`src/sv/block_power_squelch_top_defines.svh`:
```
// Assertion macros for the block power squelch design.
// Included by the top level; no other dependencies.
`ifndef BLOCK_POWER_SQUELCH_TOP_DEFINES_SVH
`define BLOCK_POWER_SQUELCH_TOP_DEFINES_SVH

`ifndef SYNTHESIS
// Same-cycle implication, disabled while reset is asserted.
`define BPS_ASSERT_IMP(label, clk, rst_n, ante, cons) \
	label: assert property (@(posedge clk) disable iff (!rst_n) (ante) |-> (cons)) \
		else $error("assertion failed");
// Next-cycle implication, disabled while reset is asserted.
`define BPS_ASSERT_NXT(label, clk, rst_n, ante, cons) \
	label: assert property (@(posedge clk) disable iff (!rst_n) (ante) |=> (cons)) \
		else $error("assertion failed");
`else
`define BPS_ASSERT_IMP(label, clk, rst_n, ante, cons)
`define BPS_ASSERT_NXT(label, clk, rst_n, ante, cons)
`endif

`endif

```
`src/sv/bps_pkg.sv`:
```
// Shared constants, types and helper functions of the block power squelch.
// Used by the controller, the datapath, the divider and the top level.
`default_nettype none

package bps_pkg;

	// Sizes of the sample store and the arithmetic.
	localparam int MAX_BLOCK     = 1024;
	localparam int ADDR_BITS     = $clog2(MAX_BLOCK);
	localparam int LEN_BITS      = ADDR_BITS + 1;
	localparam int SAMPLE_BITS   = 16;
	localparam int STORE_BITS    = 2 * SAMPLE_BITS;
	localparam int SQ_BITS       = 2 * SAMPLE_BITS - 1;
	localparam int CNT_BITS      = LEN_BITS;
	localparam int SUM_BITS      = SQ_BITS + 1 + LEN_BITS;
	localparam int POWER_BITS    = 32;
	localparam int DIV_STEP_BITS = $clog2(SUM_BITS + 1);
	localparam int FLUSH_BLOCKS  = 5;
	localparam int FLUSH_BITS    = 3;

	// Configuration port.
	localparam int CFG_ADDR_BITS = 2;
	localparam int CFG_DATA_BITS = POWER_BITS;
	localparam logic [CFG_ADDR_BITS-1:0] REG_BLOCK_LENGTH  = 2'd0;
	localparam logic [CFG_ADDR_BITS-1:0] REG_DECIMATION    = 2'd1;
	localparam logic [CFG_ADDR_BITS-1:0] REG_SQUELCH_LEVEL = 2'd2;
	localparam logic [CFG_ADDR_BITS-1:0] REG_COMPLEX_MODE  = 2'd3;

	// Result kinds carried on tuser.
	localparam logic KIND_SAMPLE = 1'b0;
	localparam logic KIND_REPORT = 1'b1;

	// How the previous block leaves the store.
	typedef enum logic [1:0] {
		MODE_NONE,
		MODE_PASS,
		MODE_FLUSH,
		MODE_DROP
	} mode_t;

	// Controller states.
	typedef enum logic [2:0] {
		ST_IDLE,
		ST_FWD,
		ST_START,
		ST_DIV,
		ST_RPT
	} state_t;

	// Commands from the controller to the datapath.
	typedef struct packed {
		logic accept;
		logic commit;
		logic div_start;
		logic report;
	} cmd_t;

	// Status from the datapath to the controller.
	typedef struct packed {
		logic last;
		logic out_free;
		logic div_done;
	} sts_t;

	// A length or stride of zero acts as one; larger than the store saturates.
	function automatic logic [LEN_BITS-1:0] clamp_cfg(input logic [LEN_BITS-1:0] v);
		logic [LEN_BITS-1:0] r;
		priority if (v == '0) begin
			r = LEN_BITS'(1);
		end else if (v > LEN_BITS'(MAX_BLOCK)) begin
			r = LEN_BITS'(MAX_BLOCK);
		end else begin
			r = v;
		end
		return r;
	endfunction

endpackage

`default_nettype wire

```
`src/sv/bps_ctrl.sv`:
```
// Controller state machine of the block power squelch.
// Depends on bps_pkg for the state, command and status types.
`default_nettype none

module bps_ctrl
	import bps_pkg::*;
(
	input  wire logic clk,
	input  wire logic arst_n,
	input  wire logic s_tvalid,
	output logic      s_tready,
	input  wire sts_t sts,
	output cmd_t      cmd
);

	state_t state_q;
	state_t state_d;

	// State register.
	always_ff @(posedge clk or negedge arst_n) begin
		if (!arst_n) begin
			state_q <= ST_IDLE;
		end else begin
			state_q <= state_d;
		end
	end

	// Next-state logic.
	always_comb begin
		state_d = state_q;
		unique case (state_q)
			ST_IDLE: begin
				if (s_tvalid) begin
					state_d = ST_FWD;
				end
			end
			ST_FWD: begin
				if (sts.out_free) begin
					state_d = sts.last ? ST_START : ST_IDLE;
				end
			end
			ST_START: begin
				state_d = ST_DIV;
			end
			ST_DIV: begin
				if (sts.div_done) begin
					state_d = ST_RPT;
				end
			end
			ST_RPT: begin
				if (sts.out_free) begin
					state_d = ST_IDLE;
				end
			end
			default: begin
				state_d = ST_IDLE;
			end
		endcase
	end

	// Command outputs.
	always_comb begin
		s_tready      = 1'b0;
		cmd           = '0;
		unique case (state_q)
			ST_IDLE: begin
				s_tready   = 1'b1;
				cmd.accept = s_tvalid;
			end
			ST_FWD: begin
				cmd.commit = sts.out_free;
			end
			ST_START: begin
				cmd.div_start = 1'b1;
			end
			ST_DIV: begin
			end
			ST_RPT: begin
				cmd.report = sts.out_free;
			end
			default: begin
			end
		endcase
	end

endmodule

`default_nettype wire

```
`config.mk`:
```
export PLATFORM = sky130hd
export DESIGN_NAME = bps_ctrl
export DESIGN_NICKNAME = d
export VERILOG_FILES = /design/src/sv/block_power_squelch_top_defines.svh /design/src/sv/bps_pkg.sv /design/src/sv/bps_ctrl.sv
export SDC_FILE = /design/constraint.sdc
export NUM_CORES = 1
export LEC_CHECK = 0
export ABC_AREA = 1
export BUFFER_PORTS_ARGS = -buffer_cell sky130_fd_sc_hd__buf_2
export CAP_MARGIN = 20
export CORE_AREA = 2 2 39 41
export DETAILED_ROUTE_END_ITERATION = 6
export DIE_AREA = 0 0 41 43
export HOLD_SLACK_MARGIN = 0.15
export MAX_ROUTING_LAYER = met4
export PLACE_DENSITY = 0.47
export SYNTH_ARGS = -nofsm -noshare
export SYNTH_HDL_FRONTEND = slang
export SYNTH_SLANG_ARGS = --single-unit
```
`constraint.sdc`:
```
create_clock -name clk -period 2.65 [get_ports clk]
set_input_delay 0.1325 -clock clk [delete_from_list [all_inputs] [get_ports clk]]
set_output_delay 0.1325 -clock clk [all_outputs]
set_load 0.01 [all_outputs]
```
==> impl_metrics.sql <==
INSERT INTO impl_metrics (metric_group, metric, value, unit) VALUES
('sta', 'timing_max_transition_violations_final', '0', ''),
('clock_tree', 'clk-insertion-delay-late', '0.23', 'ns'),
('drt', 'route.met2.wl', '243', 'um'),
('floorplanning', 'floorplan.rows', '14', ''),
('floorplanning', 'floorplan.die_area', '1763', 'um2'),
('job', 'max_cap_viol_count', '0', ''),
('floorplanning', 'design.portCount', '11', ''),
('global_route', 'first_global_vias', '228', ''),
('floorplanning', 'core-area', '1384', 'um2'),
('drt', 'drt-met1-wl', '213', 'um'),
('critical_path', 'critPathArrivalTime', '1.18', 'ns'),
('final_layout', 'layout.cells.non_filler', '69', ''),
('pwr', 'pwr_density_cell', '1013', 'nW/um2'),
('floorplanning', 'die-height', '43', 'um'),
('drt', 'route.final.wire_length', '482', 'um'),
('synthesis', 'synth_edf_count', '0', ''),
('status', 'outcome', 'finished clean', ''),
('final_layout', 'leading_registers_by_flop_count', 'state_q x3', ''),
('drt', 'drc', '0', ''),
('critical_path', 'crit_path_start_kind', 'register', ''),
('synthesis', 'yosys-top-cells-area', 'dfrtp_1, nand3_1, inv_1', ''),
('clock_tree', 'clk_pin_slew_worst_paths', '0.03', 'ns'),
('final_layout', 'final_core_utilization', '24.41', '%'),
('placement', 'dp_hpwl', '403.3', 'um'),
('placement', 'gp_congestion', '0.7302', ''),
('final_layout', 'largest_register', 'state_q', ''),
('sta', 'slew-limit-headroom', '87.07', '%'),
('placement', 'placedCellCount', '64', ''),
('drt', 'routed_via_density', '3.841', ''),
('sta', 'finalSetupTns', '0', 'ns'),
('final_layout', 'diodes', '0', ''),
('drt', 'detail_route.iter0.violations', '2', ''),
('critical_path', 'worst-setup-path-type', 'register to output port', ''),
('final_layout', 'layout-drive-gt1-share', '37.74', '%'),
('sta', 'worst_pin_slew', '0.1940', 'ns'),
('drt', 'vias', '265', ''),
('clock_tree', 'cts_hold_repair_buffers', '1', ''),
('drt', 'wl_met3', '26', 'um'),
('synthesis', 'synth_cell_count_leaders', 'inv_1, nand2_1, nand3_1', ''),
('synthesis', 'postSynthAreaPerCell', '6.091', 'um2'),
('pwr', 'power_leakage', '0.2108', 'nW'),
('drt', 'antenna_violating_nets_post_route', '0', ''),
('synthesis', 'synth_async_sr_flop_share', '100.0', '%'),
('clock_tree', 'clock_tree.root_cell', 'clkbuf_4', ''),
('synthesis', 'synth_seq_cells', '3', ''),
('floorplanning', 'initial_utilization', '16.73', '%'),
('global_route', 'grt_pass1_wl', '821', 'um'),
('drt', 'wl_per_cell', '6.986', 'um'),
('critical_path', 'required', '2.52', 'ns'),
('global_route', 'globalRouteOverflowTotal', '0', ''),
('sta', 'finalHoldViolCount', '0', ''),
('synthesis', 'synthFlopType', 'dfrtp_1', ''),
('pwr', 'sw_share', '44.74', '%'),
('pwr', 'pwr-share-comb', '51.1', '%'),
('drt', 'top_signal_layer_used', 'met3', ''),
('pwr', 'p_switching', '0.0001532', 'W'),
('pwr', 'vdd_drop_max', '0.2795', 'mV'),
('synthesis', 'yosysWarnings', '0', ''),
('final_layout', 'final_net_count', '60', ''),
('pwr', 'power.clock.fraction', '22.8', '%'),
('synthesis', 'synth_area', '231.5', 'um2'),
('clock_tree', 'cts_buffer_depth', '2', ''),
('synthesis', 'synthCells', '38', ''),
('global_route', 'gr-usage-all-layers', '7.430', '%'),
('synthesis', 'synthDistinctLibCells', '10', ''),
('clock_tree', 'clkSinkCount', '3', ''),
('clock_tree', 'cts_tree', 'built', ''),
('critical_path', 'setup.worst_path.end_class', 'output port', ''),
('synthesis', 'mappedNetlistNets', '44', ''),
('sta', 'post-route-period-util', '49.62', '%'),
('synthesis', 'synth_top_area_cell', 'dfrtp_1', '');
-- cells by family after synthesis --
kind of cell,count (synthesis),share of synthesized area (%)
simple gates,25,50.81
buf+inv,9,14.59
compound gates,1,2.160
flops,3,32.43
-- per-layer routing --
metal	track usage (%)	vias up
met2	9.063	6
met1	9.091	115
met4	6.000	0
li1	-	144
met5	-	-
met3	3.141	0
-- layout by cell type, fill, tap and decap left out, drive strengths merged --
cell	n
clkbuf	4
dlygate4sd3	1
inv	9
nand2	12
o21ai	1
dfrtp	3
nand3	6
nor2	6
buf	10
nor3	1
-- layout make-up --
| cell class | instances | area (um2) |
|---|---|---|
| clock buffer | 4 | 26.28 |
| fill | 168 | 1046 |
| inverter | 9 | 33.78 |
| multi-input combinational | 26 | 122.6 |
| sequential | 3 | 75.07 |
| tap | 16 | 20.02 |
| timing repair buffer | 11 | 60.06 |
-- critical path, stage by stage, from the launching register on --
cell and delay (ns):
dfrtp_1 0.43, nor2_2 0.18, inv_1 0.07, nor3_1 0.12, buf_2 0.15
-- worst paths after layout --
check,slack [ns],cells after the start,end,startpoint
max,1.34,4,cmd[3],state_q[2]
min,0.18,4,state_q[1],sts[0]
max reg2reg,1.57,6,state_q[0],state_q[2]
min reg2reg,0.56,2,state_q[0],state_q[0]
max in group asynchronous,2.33,2,state_q[2],arst_n
min in group asynchronous,0.22,2,state_q[1],arst_n
-- through the flow --
stage | cell area, um2 | setup slack (ns) | hold WS [ns]
final | 337.8 | 1.335 | 0.1801
after global routing | 337.8 | 1.255 | 0.2154
after CTS | 337.8 | 1.327 | 0.1815
after detailed placement | 301.5 | 1.574 | -0.07107
after global placement | 301.5 | 1.539 | -0.06993
after floorplan | 231.5 | 1.625 | -0.1631
-- power groups by stage --
| stage | sequential [W] | clock (W) | combinational (W) |
|---|---|---|---|
| after floorplan | 0.0000843 | 0 | 0.000131 |
| after global placement | 0.0000907 | 0 | 0.000177 |
| after detailed placement | 0.0000895 | 0 | 0.000178 |
| after CTS | 0.0000891 | 0.0000842 | 0.000179 |
| after global routing | 0.0000916 | 0.0000894 | 0.000204 |
| final | 0.0000893 | 0.0000782 | 0.000175 |
(Power assumes the default switching activity.)
